$ cat config.mk
export PLATFORM = sky130hd
export DESIGN_NAME = pixel_digit_embed_extract
export DESIGN_NICKNAME = d
export VERILOG_FILES = /design/src/rtl/pde_pkg.sv /design/src/rtl/pixel_digit_embed_extract.sv
export SDC_FILE = /design/constraint.sdc
export NUM_CORES = 1
export LEC_CHECK = 0
export ABC_CLOCK_PERIOD_IN_PS = 3700
export BUFFER_PORTS_ARGS = -buffer_cell sky130_fd_sc_hd__buf_2
export CORE_MARGIN = 3
export CORE_UTILIZATION = 43
export DETAILED_ROUTE_END_ITERATION = 16
export GPL_ROUTABILITY_DRIVEN = 0
export MAX_ROUTING_LAYER = met4
export PLACE_DENSITY = 0.72
export SKIP_CTS_REPAIR_TIMING = 1
export SLEW_MARGIN = 20
export SYNTH_ARGS = -nofsm -noshare
export SYNTH_HDL_FRONTEND = slang
export SYNTH_SLANG_ARGS = --single-unit
$ cat constraint.sdc
create_clock -name clk -period 3.7 [get_ports clk]
set_input_delay 0.37 -clock clk [delete_from_list [all_inputs] [get_ports clk]]
set_output_delay 0.37 -clock clk [all_outputs]
set_load 0.05 [all_outputs]
$ cat src/rtl/pde_pkg.sv
package pde_pkg;

  localparam int unsigned POSITION_BITS_DEF = 24;
  localparam int unsigned CH_W              = 8;
  localparam int unsigned SYM_W             = 16;
  localparam int unsigned ALPHA_W           = 7;
  localparam int unsigned BASE_W            = ALPHA_W + 1;
  localparam int unsigned CFG_IDX_W         = 1;
  localparam int unsigned CFG_DATA_W        = ALPHA_W;

  // quotient bits retired per divider cycle
  localparam int unsigned RADIX_BITS = 2;
  localparam int unsigned ITERS      = SYM_W / RADIX_BITS;
  localparam int unsigned CNT_W      = $clog2(ITERS);

  localparam logic [CFG_IDX_W-1:0] REG_MODE  = 1'd0;
  localparam logic [CFG_IDX_W-1:0] REG_ALPHA = 1'd1;

  localparam logic MODE_EMBED   = 1'b0;
  localparam logic MODE_EXTRACT = 1'b1;

  localparam logic [ALPHA_W-1:0] ALPHA_RESET = 7'd1;
  localparam logic [CH_W-1:0]    CH_MAX      = 8'hFF;

  typedef enum logic [1:0] {
    ST_IDLE,
    ST_LOAD,
    ST_RUN,
    ST_DONE
  } pde_state_t;

  typedef enum logic [1:0] {
    ROT_0 = 2'd0,
    ROT_1 = 2'd1,
    ROT_2 = 2'd2
  } pde_rot_t;

endpackage

$ cat src/rtl/pixel_digit_embed_extract.sv
// pixel_digit_embed_extract: hides a 16-bit symbol in one pixel as two base-(2*alpha+1)
// digits, or reads it back. An accepted item passes through a load step, the serial
// divide/multiply run and a result step before out_valid; the 2-bit-per-cycle divider
// loop takes no new item until its result is loaded into the output register.
// in_ready is high only while the datapath is idle; a stalled result holds the next item.
// Reset (rst_n low, synchronous): mode embed, alpha 1, rotation index 0, no valid items.
module pixel_digit_embed_extract #(
  parameter int unsigned POSITION_BITS = pde_pkg::POSITION_BITS_DEF
) (
  input  logic                             clk,
  input  logic                             rst_n,
  // configuration write port
  input  logic                             cfg_we,
  input  logic [pde_pkg::CFG_IDX_W-1:0]    cfg_index,
  input  logic [pde_pkg::CFG_DATA_W-1:0]   cfg_data,
  // input item channel
  input  logic                             in_valid,
  output logic                             in_ready,
  input  logic [POSITION_BITS-1:0]         in_pixel_position,
  input  logic [pde_pkg::CH_W-1:0]         in_chan0_in,
  input  logic [pde_pkg::CH_W-1:0]         in_chan1_in,
  input  logic [pde_pkg::CH_W-1:0]         in_chan2_in,
  input  logic [pde_pkg::SYM_W-1:0]        in_symbol_in,
  input  logic                             in_last_pixel,
  // result item channel
  output logic                             out_valid,
  input  logic                             out_ready,
  output logic [POSITION_BITS-1:0]         out_pixel_position_out,
  output logic [pde_pkg::CH_W-1:0]         out_chan0_out,
  output logic [pde_pkg::CH_W-1:0]         out_chan1_out,
  output logic [pde_pkg::CH_W-1:0]         out_chan2_out,
  output logic [pde_pkg::SYM_W-1:0]        out_symbol_out,
  output logic                             out_symbol_too_large
);

  localparam int unsigned CH_W   = pde_pkg::CH_W;
  localparam int unsigned SYM_W  = pde_pkg::SYM_W;
  localparam int unsigned BASE_W = pde_pkg::BASE_W;
  localparam int unsigned CNT_W  = pde_pkg::CNT_W;

  // ---------------- configuration ----------------
  logic                           mode_r;
  logic [pde_pkg::ALPHA_W-1:0]    alpha_r;
  logic [BASE_W-1:0]              base;

  always_ff @(posedge clk) begin
    if (!rst_n) begin
      mode_r  <= pde_pkg::MODE_EMBED;
      alpha_r <= pde_pkg::ALPHA_RESET;
    end else if (cfg_we) begin
      unique case (cfg_index)
        pde_pkg::REG_MODE:  mode_r  <= cfg_data[0];
        pde_pkg::REG_ALPHA: alpha_r <= cfg_data;
        default: ;
      endcase
    end
  end

  // b = 2*alpha + 1
  assign base = {alpha_r, 1'b1};

  // ---------------- state ----------------
  pde_pkg::pde_state_t state_r, state_nxt;
  pde_pkg::pde_rot_t   rot_r, rot_nxt;      // rotation index of the next item
  pde_pkg::pde_rot_t   role_r, role_nxt;    // rotation of the item in flight
  logic [CNT_W-1:0]    cnt_r, cnt_nxt;

  // item payload
  logic [POSITION_BITS-1:0] pos_r, pos_nxt;
  logic [CH_W-1:0]          ch0_r, ch0_nxt, ch1_r, ch1_nxt, ch2_r, ch2_nxt;
  logic [CH_W-1:0]          hi_r, hi_nxt, lo_r, lo_nxt, ref_r, ref_nxt;

  // serial datapath: divider dividend/quotient and remainder, multiplier acc
  logic [SYM_W-1:0]  dq_r, dq_nxt;
  logic [CH_W-1:0]   rem_r, rem_nxt;
  logic [SYM_W-1:0]  acc_r, acc_nxt;
  logic [SYM_W-1:0]  mcand_r, mcand_nxt;
  logic [BASE_W-1:0] mplier_r, mplier_nxt;

  // output register
  logic                     out_valid_r, out_valid_nxt;
  logic [POSITION_BITS-1:0] opos_r, opos_nxt;
  logic [CH_W-1:0]          oc0_r, oc0_nxt, oc1_r, oc1_nxt, oc2_r, oc2_nxt;
  logic [SYM_W-1:0]         osym_r, osym_nxt;
  logic                     otl_r, otl_nxt;

  // combinational helpers
  logic               in_acc;
  logic               out_load;
  logic [CH_W-1:0]    sel_hi, sel_lo, sel_rf, clamp_hi, clamp_ref;
  logic [CH_W-1:0]    a8;
  logic [CH_W:0]      div_trial;
  logic [CH_W-1:0]    base_off, new_hi, new_lo;
  logic [CH_W-1:0]    res_c0, res_c1, res_c2;

  assign in_ready = (state_r == pde_pkg::ST_IDLE);
  assign in_acc   = in_valid && in_ready;
  assign out_load = (state_r == pde_pkg::ST_DONE) && (!out_valid_r || out_ready);
  assign a8       = {1'b0, alpha_r};

  // role selection of the incoming pixel: hi = r, lo = r+1, reference = r+2
  always_comb begin
    unique case (rot_r)
      pde_pkg::ROT_1: begin
        sel_hi = in_chan1_in; sel_lo = in_chan2_in; sel_rf = in_chan0_in;
      end
      pde_pkg::ROT_2: begin
        sel_hi = in_chan2_in; sel_lo = in_chan0_in; sel_rf = in_chan1_in;
      end
      default: begin
        sel_hi = in_chan0_in; sel_lo = in_chan1_in; sel_rf = in_chan2_in;
      end
    endcase
  end

  // reference clamped to [alpha, 255-alpha]
  assign clamp_hi  = pde_pkg::CH_MAX - a8;
  assign clamp_ref = (sel_rf < a8)       ? a8 :
                     (sel_rf > clamp_hi) ? clamp_hi : sel_rf;

  // embedded digits: ref - alpha + digit, mod 256; quotient kept to 8 bits
  assign base_off = ref_r - a8;
  assign new_hi   = base_off + dq_r[CH_W-1:0];
  assign new_lo   = base_off + rem_r;

  // put the digit channels back in place
  always_comb begin
    res_c0 = ch0_r;
    res_c1 = ch1_r;
    res_c2 = ch2_r;
    if (mode_r == pde_pkg::MODE_EMBED) begin
      unique case (role_r)
        pde_pkg::ROT_1: begin res_c1 = new_hi; res_c2 = new_lo; end
        pde_pkg::ROT_2: begin res_c2 = new_hi; res_c0 = new_lo; end
        default:        begin res_c0 = new_hi; res_c1 = new_lo; end
      endcase
    end
  end

  // ---------------- next state ----------------
  always_comb begin
    state_nxt     = state_r;
    rot_nxt       = rot_r;
    role_nxt      = role_r;
    cnt_nxt       = cnt_r;
    pos_nxt       = pos_r;
    ch0_nxt       = ch0_r;
    ch1_nxt       = ch1_r;
    ch2_nxt       = ch2_r;
    hi_nxt        = hi_r;
    lo_nxt        = lo_r;
    ref_nxt       = ref_r;
    dq_nxt        = dq_r;
    rem_nxt       = rem_r;
    acc_nxt       = acc_r;
    mcand_nxt     = mcand_r;
    mplier_nxt    = mplier_r;
    out_valid_nxt = out_valid_r;
    opos_nxt      = opos_r;
    oc0_nxt       = oc0_r;
    oc1_nxt       = oc1_r;
    oc2_nxt       = oc2_r;
    osym_nxt      = osym_r;
    otl_nxt       = otl_r;
    div_trial     = '0;

    if (out_valid_r && out_ready) out_valid_nxt = 1'b0;

    unique case (state_r)
      pde_pkg::ST_IDLE: begin
        if (in_acc) begin
          pos_nxt  = in_pixel_position;
          ch0_nxt  = in_chan0_in;
          ch1_nxt  = in_chan1_in;
          ch2_nxt  = in_chan2_in;
          hi_nxt   = sel_hi;
          lo_nxt   = sel_lo;
          ref_nxt  = clamp_ref;
          dq_nxt   = in_symbol_in;
          role_nxt = rot_r;
          if (in_last_pixel || rot_r == pde_pkg::ROT_2) rot_nxt = pde_pkg::ROT_0;
          else if (rot_r == pde_pkg::ROT_1)             rot_nxt = pde_pkg::ROT_2;
          else                                          rot_nxt = pde_pkg::ROT_1;
          state_nxt = pde_pkg::ST_LOAD;
        end
      end
      pde_pkg::ST_LOAD: begin
        // digit differences, wrapped to 16 bits
        mcand_nxt  = SYM_W'({8'd0, hi_r}) + SYM_W'({9'd0, alpha_r})
                     - SYM_W'({8'd0, ref_r});
        acc_nxt    = SYM_W'({8'd0, lo_r}) + SYM_W'({9'd0, alpha_r})
                     - SYM_W'({8'd0, ref_r});
        mplier_nxt = base;
        rem_nxt    = '0;
        cnt_nxt    = '0;
        state_nxt  = pde_pkg::ST_RUN;
      end
      pde_pkg::ST_RUN: begin
        // restoring divide, RADIX_BITS quotient bits a cycle
        for (int k = 0; k < pde_pkg::RADIX_BITS; k++) begin
          div_trial = {rem_nxt, dq_nxt[SYM_W-1]};
          dq_nxt    = {dq_nxt[SYM_W-2:0], 1'b0};
          if (div_trial >= {1'b0, base}) begin
            rem_nxt   = CH_W'(div_trial - {1'b0, base});
            dq_nxt[0] = 1'b1;
          end else begin
            rem_nxt = div_trial[CH_W-1:0];
          end
        end
        // shift-add multiply, one multiplier bit a cycle, LSB first
        if (mplier_r[0]) acc_nxt = acc_r + mcand_r;
        mcand_nxt  = {mcand_r[SYM_W-2:0], 1'b0};
        mplier_nxt = mplier_r >> 1;
        cnt_nxt    = cnt_r + 1'b1;
        if (cnt_r == CNT_W'(pde_pkg::ITERS - 1)) state_nxt = pde_pkg::ST_DONE;
      end
      pde_pkg::ST_DONE: begin
        if (out_load) begin
          out_valid_nxt = 1'b1;
          opos_nxt      = pos_r;
          oc0_nxt       = res_c0;
          oc1_nxt       = res_c1;
          oc2_nxt       = res_c2;
          if (mode_r == pde_pkg::MODE_EMBED) begin
            osym_nxt = '0;
            // sym >= b*b exactly when the full quotient reaches b
            otl_nxt  = (dq_r >= SYM_W'(base));
          end else begin
            osym_nxt = acc_r;
            otl_nxt  = 1'b0;
          end
          state_nxt = pde_pkg::ST_IDLE;
        end
      end
      default: state_nxt = pde_pkg::ST_IDLE;
    endcase
  end

  // control state
  always_ff @(posedge clk) begin
    if (!rst_n) begin
      state_r     <= pde_pkg::ST_IDLE;
      rot_r       <= pde_pkg::ROT_0;
      out_valid_r <= 1'b0;
    end else begin
      state_r     <= state_nxt;
      rot_r       <= rot_nxt;
      out_valid_r <= out_valid_nxt;
    end
  end

  // payload and datapath
  always_ff @(posedge clk) begin
    role_r   <= role_nxt;
    cnt_r    <= cnt_nxt;
    pos_r    <= pos_nxt;
    ch0_r    <= ch0_nxt;
    ch1_r    <= ch1_nxt;
    ch2_r    <= ch2_nxt;
    hi_r     <= hi_nxt;
    lo_r     <= lo_nxt;
    ref_r    <= ref_nxt;
    dq_r     <= dq_nxt;
    rem_r    <= rem_nxt;
    acc_r    <= acc_nxt;
    mcand_r  <= mcand_nxt;
    mplier_r <= mplier_nxt;
    opos_r   <= opos_nxt;
    oc0_r    <= oc0_nxt;
    oc1_r    <= oc1_nxt;
    oc2_r    <= oc2_nxt;
    osym_r   <= osym_nxt;
    otl_r    <= otl_nxt;
  end

  assign out_valid              = out_valid_r;
  assign out_pixel_position_out = opos_r;
  assign out_chan0_out          = oc0_r;
  assign out_chan1_out          = oc1_r;
  assign out_chan2_out          = oc2_r;
  assign out_symbol_out         = osym_r;
  assign out_symbol_too_large   = otl_r;

  // ---------------- assertions ----------------
  a_accept_to_load: assert property (@(posedge clk) disable iff (!rst_n)
    in_acc |=> state_r == pde_pkg::ST_LOAD)
    else $error("accepted item did not enter load");

  a_rem_below_base: assert property (@(posedge clk) disable iff (!rst_n)
    state_r == pde_pkg::ST_RUN |-> rem_r < base)
    else $error("divider remainder not below base");

  a_extract_no_flag: assert property (@(posedge clk) disable iff (!rst_n)
    out_load && mode_r == pde_pkg::MODE_EXTRACT |=> !out_symbol_too_large)
    else $error("oversize flag set in extract mode");

  a_no_overwrite: assert property (@(posedge clk) disable iff (!rst_n)
    out_valid_r && !out_ready |=> $stable(osym_r) && $stable(oc0_r))
    else $error("pending result overwritten");

endmodule
==> results.md <==
* Vias at about 9000
* Failing checks: negative setup slack
* MaxCap Viol Count at 0
* Sequential area share after synthesis at 50.8%
* Measured slew at the worst slew-check pin at about 0.91 ns
* CP required at 3.95 ns
* Critical setup path kind: flop to flop
* Met2 usage at 31.0%
* Cells after synthesis at roughly 1100
* Most frequent cells in the layout: edfxtp_1 (206), buf_2 (144), nand2_1 (96), ha_1 (96), inv_1 (92)
* Leak at 6.14 nW
* Final setup viols at 9
* Final WL at 31200 microns
* Drt first-iter violations at 787
* Clk pin slew, worst setup/hold paths at 0.06 ns
* Synthesized area at 0.0127 sq mm
* Top_reg_cell synth: edfxtp_1
* Post-layout util at between 50% and 60%
* Placed instance area at approximately 0.014 sq mm
* Number of clock sinks at 219
* Area of the core at 0.0289 sq mm
* Largest cells by area after synthesis: edfxtp_1 (49%), ha_1 (10%), fa_1 (3.5%)
* H-tree depth at 1
* Fillers at 2540
* Post-synthesis async set-or-reset flop share at 0%
* CP Buf/Inv Count at 2
* Largest net degree at the start of global routing at ~70
* Starting density of the core at between 40% and 50%
* Clock root buffer: clkbuf_16
* CTS Buf Count at 24
* Tcrit/Tclk final at 102%
* Worst skew pair latency at 0.53 ns
* Clock Tree Buf Depth at 3
* Die height at 178 microns
* Top-area cell type share of the netlist area at between 40% and 50%
* Power Dens Cells at 1030 mW/mm^2
* Layout Nets at 1515
* Antenna violations before repair at 0
* Routing usage on met1 at 26.1%
* CP startpoint kind: flop
* Largest area contributor in the netlist: edfxtp_1
* TritonCTS clock tree: yes
* Cell Chain, Critical Path: inv_1, ha_1, inv_1, fa_1, a21o_1, a21oi_2, o21bai_1, a21oi_2, xnor2_1, ha_1, or4_1, o22ai_2, xor2_1, xnor2_2, a22oi_1, a21oi_1
* RSZ-0062 raised after global routing: yes
* Synth warn at 0
* Run status: complete, but fails checks
* Worst relative slew slack at 39.1%
* Final global-route overflow total at 0
* Dpl ws at -0.107 ns
* Met3 Use GR at 2.70%
* Vias in the first global route at 8745
* Io pins at 145
* CP Capture Type: flop
* IO Port Bufs at between 100 and 150
* Area Growth Syn to Fin at 20.1%
* Largest fanout on the critical path at 3
* Slowest cell on the critical path: or4_1
* GRT busiest layer: met2
* Critical Path Max Stage Delay at 0.54 ns
* Syn Area/Cell at ~11 sq um
* Total global-route track usage at 19.4%
* Max Clk Rate at 265 MHz
* Netlist cell types at 65
* Die Width at 178 microns
* Clock Skew at 0.00738 ns
* Share of cells above drive strength 1 at 23.0%
* First-pass GRT wire length at around 47000 microns
* Final setup margin at -0.0715 ns
* Hold Crit Class: input port to flop
* WL per Instance at between 15 and 20 microns
* Number of synthesized flops with an enable pin at 206
* Drt pass-1 iters at 5
* Synthesized Nets at 1319
* Most common cell after layout, fill and taps aside: edfxtp_1
* Diodes inserted at 0
* Routed Antenna Nets at 0
* Detail Placement HPWL at 23200 microns
* Via-to-Cell Ratio at 5.40
* Critical path's top delay family: compound AO/OA/AOI/OAI gates
* Die ar. at roughly 0.032 sq mm
* Final Cell Area at 0.0152 sq mm
* Synth Register Bits at around 220
* Post-route minimum period at 3.77 ns
* Final Max Tran Viols at 0
* Worst Path Arrival at 4.02 ns
* Fin. Hold Viols at 0
* Cell row count at 62
* Peak supply drop at 0.729 mV
* Remaining DRCs at 0
-- final cells by class --
type | instances | area [sq um] | area share, %
well taps | 384 | 480 | 3.15
clock buffers | 29 | 629 | 4.13
multi-input cells | 757 | 5850 | 38.4
inverters | 98 | 375 | 2.46
flip-flops and latches | 219 | 6450 | 42.4
clock inverters | 15 | 190 | 1.25
repair buffers | 210 | 1260 | 8.25
-- per-layer routing --
| metal | wire length, microns | up-vias | share of wire, % |
|---|---|---|---|
| li1 | - | 4472 | - |
| met1 | 14000 | 4438 | 45 |
| met2 | 14700 | 278 | 47 |
| met3 | 1630 | 53 | 5.2 |
| met4 | 871 | 0 | 2.8 |
| met5 | 0 | - | 0 |
-- synthesized netlist by cell type (8+ instances only) --
cell type    n
a211oi_1     8
a21boi_0    11
a21o_1      18
a21oi_1     52
a221o_1      8
a22oi_1     47
a31oi_1      9
and2_1      18
clkbuf_1    32
dfxtp_1     13
edfxtp_1   206
fa_1        22
ha_1       105
inv_1       98
mux2_2      20
mux2i_1     11
nand2_1     96
nand2b_1     8
nand3_1     11
nor2_1      53
nor2b_1     25
nor3_1      20
o21a_1      10
o21ai_0     77
o21ai_1      9
o31a_1       8
xnor2_1     31
xor2_1      14
-- kinds of logic (layout without fill, tap and decap cells) --
| kind of cell | after synthesis | after routing | share of synthesized area, % |
|---|---|---|---|
| compound gates | 295 | 295 | 15.5 |
| xor+xnor | 45 | 45 | 3.11 |
| fa+ha+maj | 127 | 127 | 13.8 |
| buf+inv | 138 | 352 | 4.26 |
| flops | 219 | 219 | 50.8 |
| mux | 34 | 34 | 2.99 |
| simple gates | 256 | 256 | 9.54 |
-- worst reg2reg max path, delay by kind of cell (launching register included) --
family | cells | cell delay, ns
XOR/XNOR | 3 | 0.50
buffers and inverters | 2 | 0.15
flip-flops | 1 | 0.44
adder cells (fa/ha/maj) | 3 | 0.79
AND/OR/NAND/NOR | 1 | 0.54
AO/OA/AOI/OAI | 7 | 1.08
-- worst paths after layout --
kind	start	endpoint	slack (ns)	cells after the start
worst min register to register	pos_r[9]$_DFFE_PP_	out_pixel_position_out[9]$_DFFE_PP_	0.42	0
worst max register to register	ref_r[0]$_DFFE_PP_	out_chan2_out[7]$_DFFE_PP_	-0.07	16
worst min-delay path	in_pixel_position[20]	pos_r[20]$_DFFE_PP_	0.02	1
worst max-delay path	ref_r[0]$_DFFE_PP_	out_chan2_out[7]$_DFFE_PP_	-0.07	16
-- registers in the layout, indices dropped and copies added (netlist names), 16 cells and up --
| name | count |
|---|---|
| acc_r | 16 |
| dq_r | 16 |
| pos_r | 24 |
| out_symbol_out | 16 |
| out_pixel_position_out | 24 |
| mcand_r | 16 |
-- report_power, final --
part | total (mW) | leakage, nW | switching, mW | internal, mW
clock | 2.49 | 0.392 | 0.993 | 1.49
combinational | 8.84 | 3.70 | 5.09 | 3.74
sequential | 4.34 | 2.04 | 0.413 | 3.93
-- through the flow --
step	std cells	hold slack (ns)	TNS (ns)	power [mW]
global placement	1657	0.400	-0.00198	12.6
finish	1712	0.0151	-0.395	15.7
CTS	1701	-0.0118	-0.906	15.4
detailed placement	1657	0.405	-0.686	12.8
floorplan	1114	0.400	0	10.6
global route	1712	0.000990	-2.21	16.8
Power figures use the tool's default switching activity.
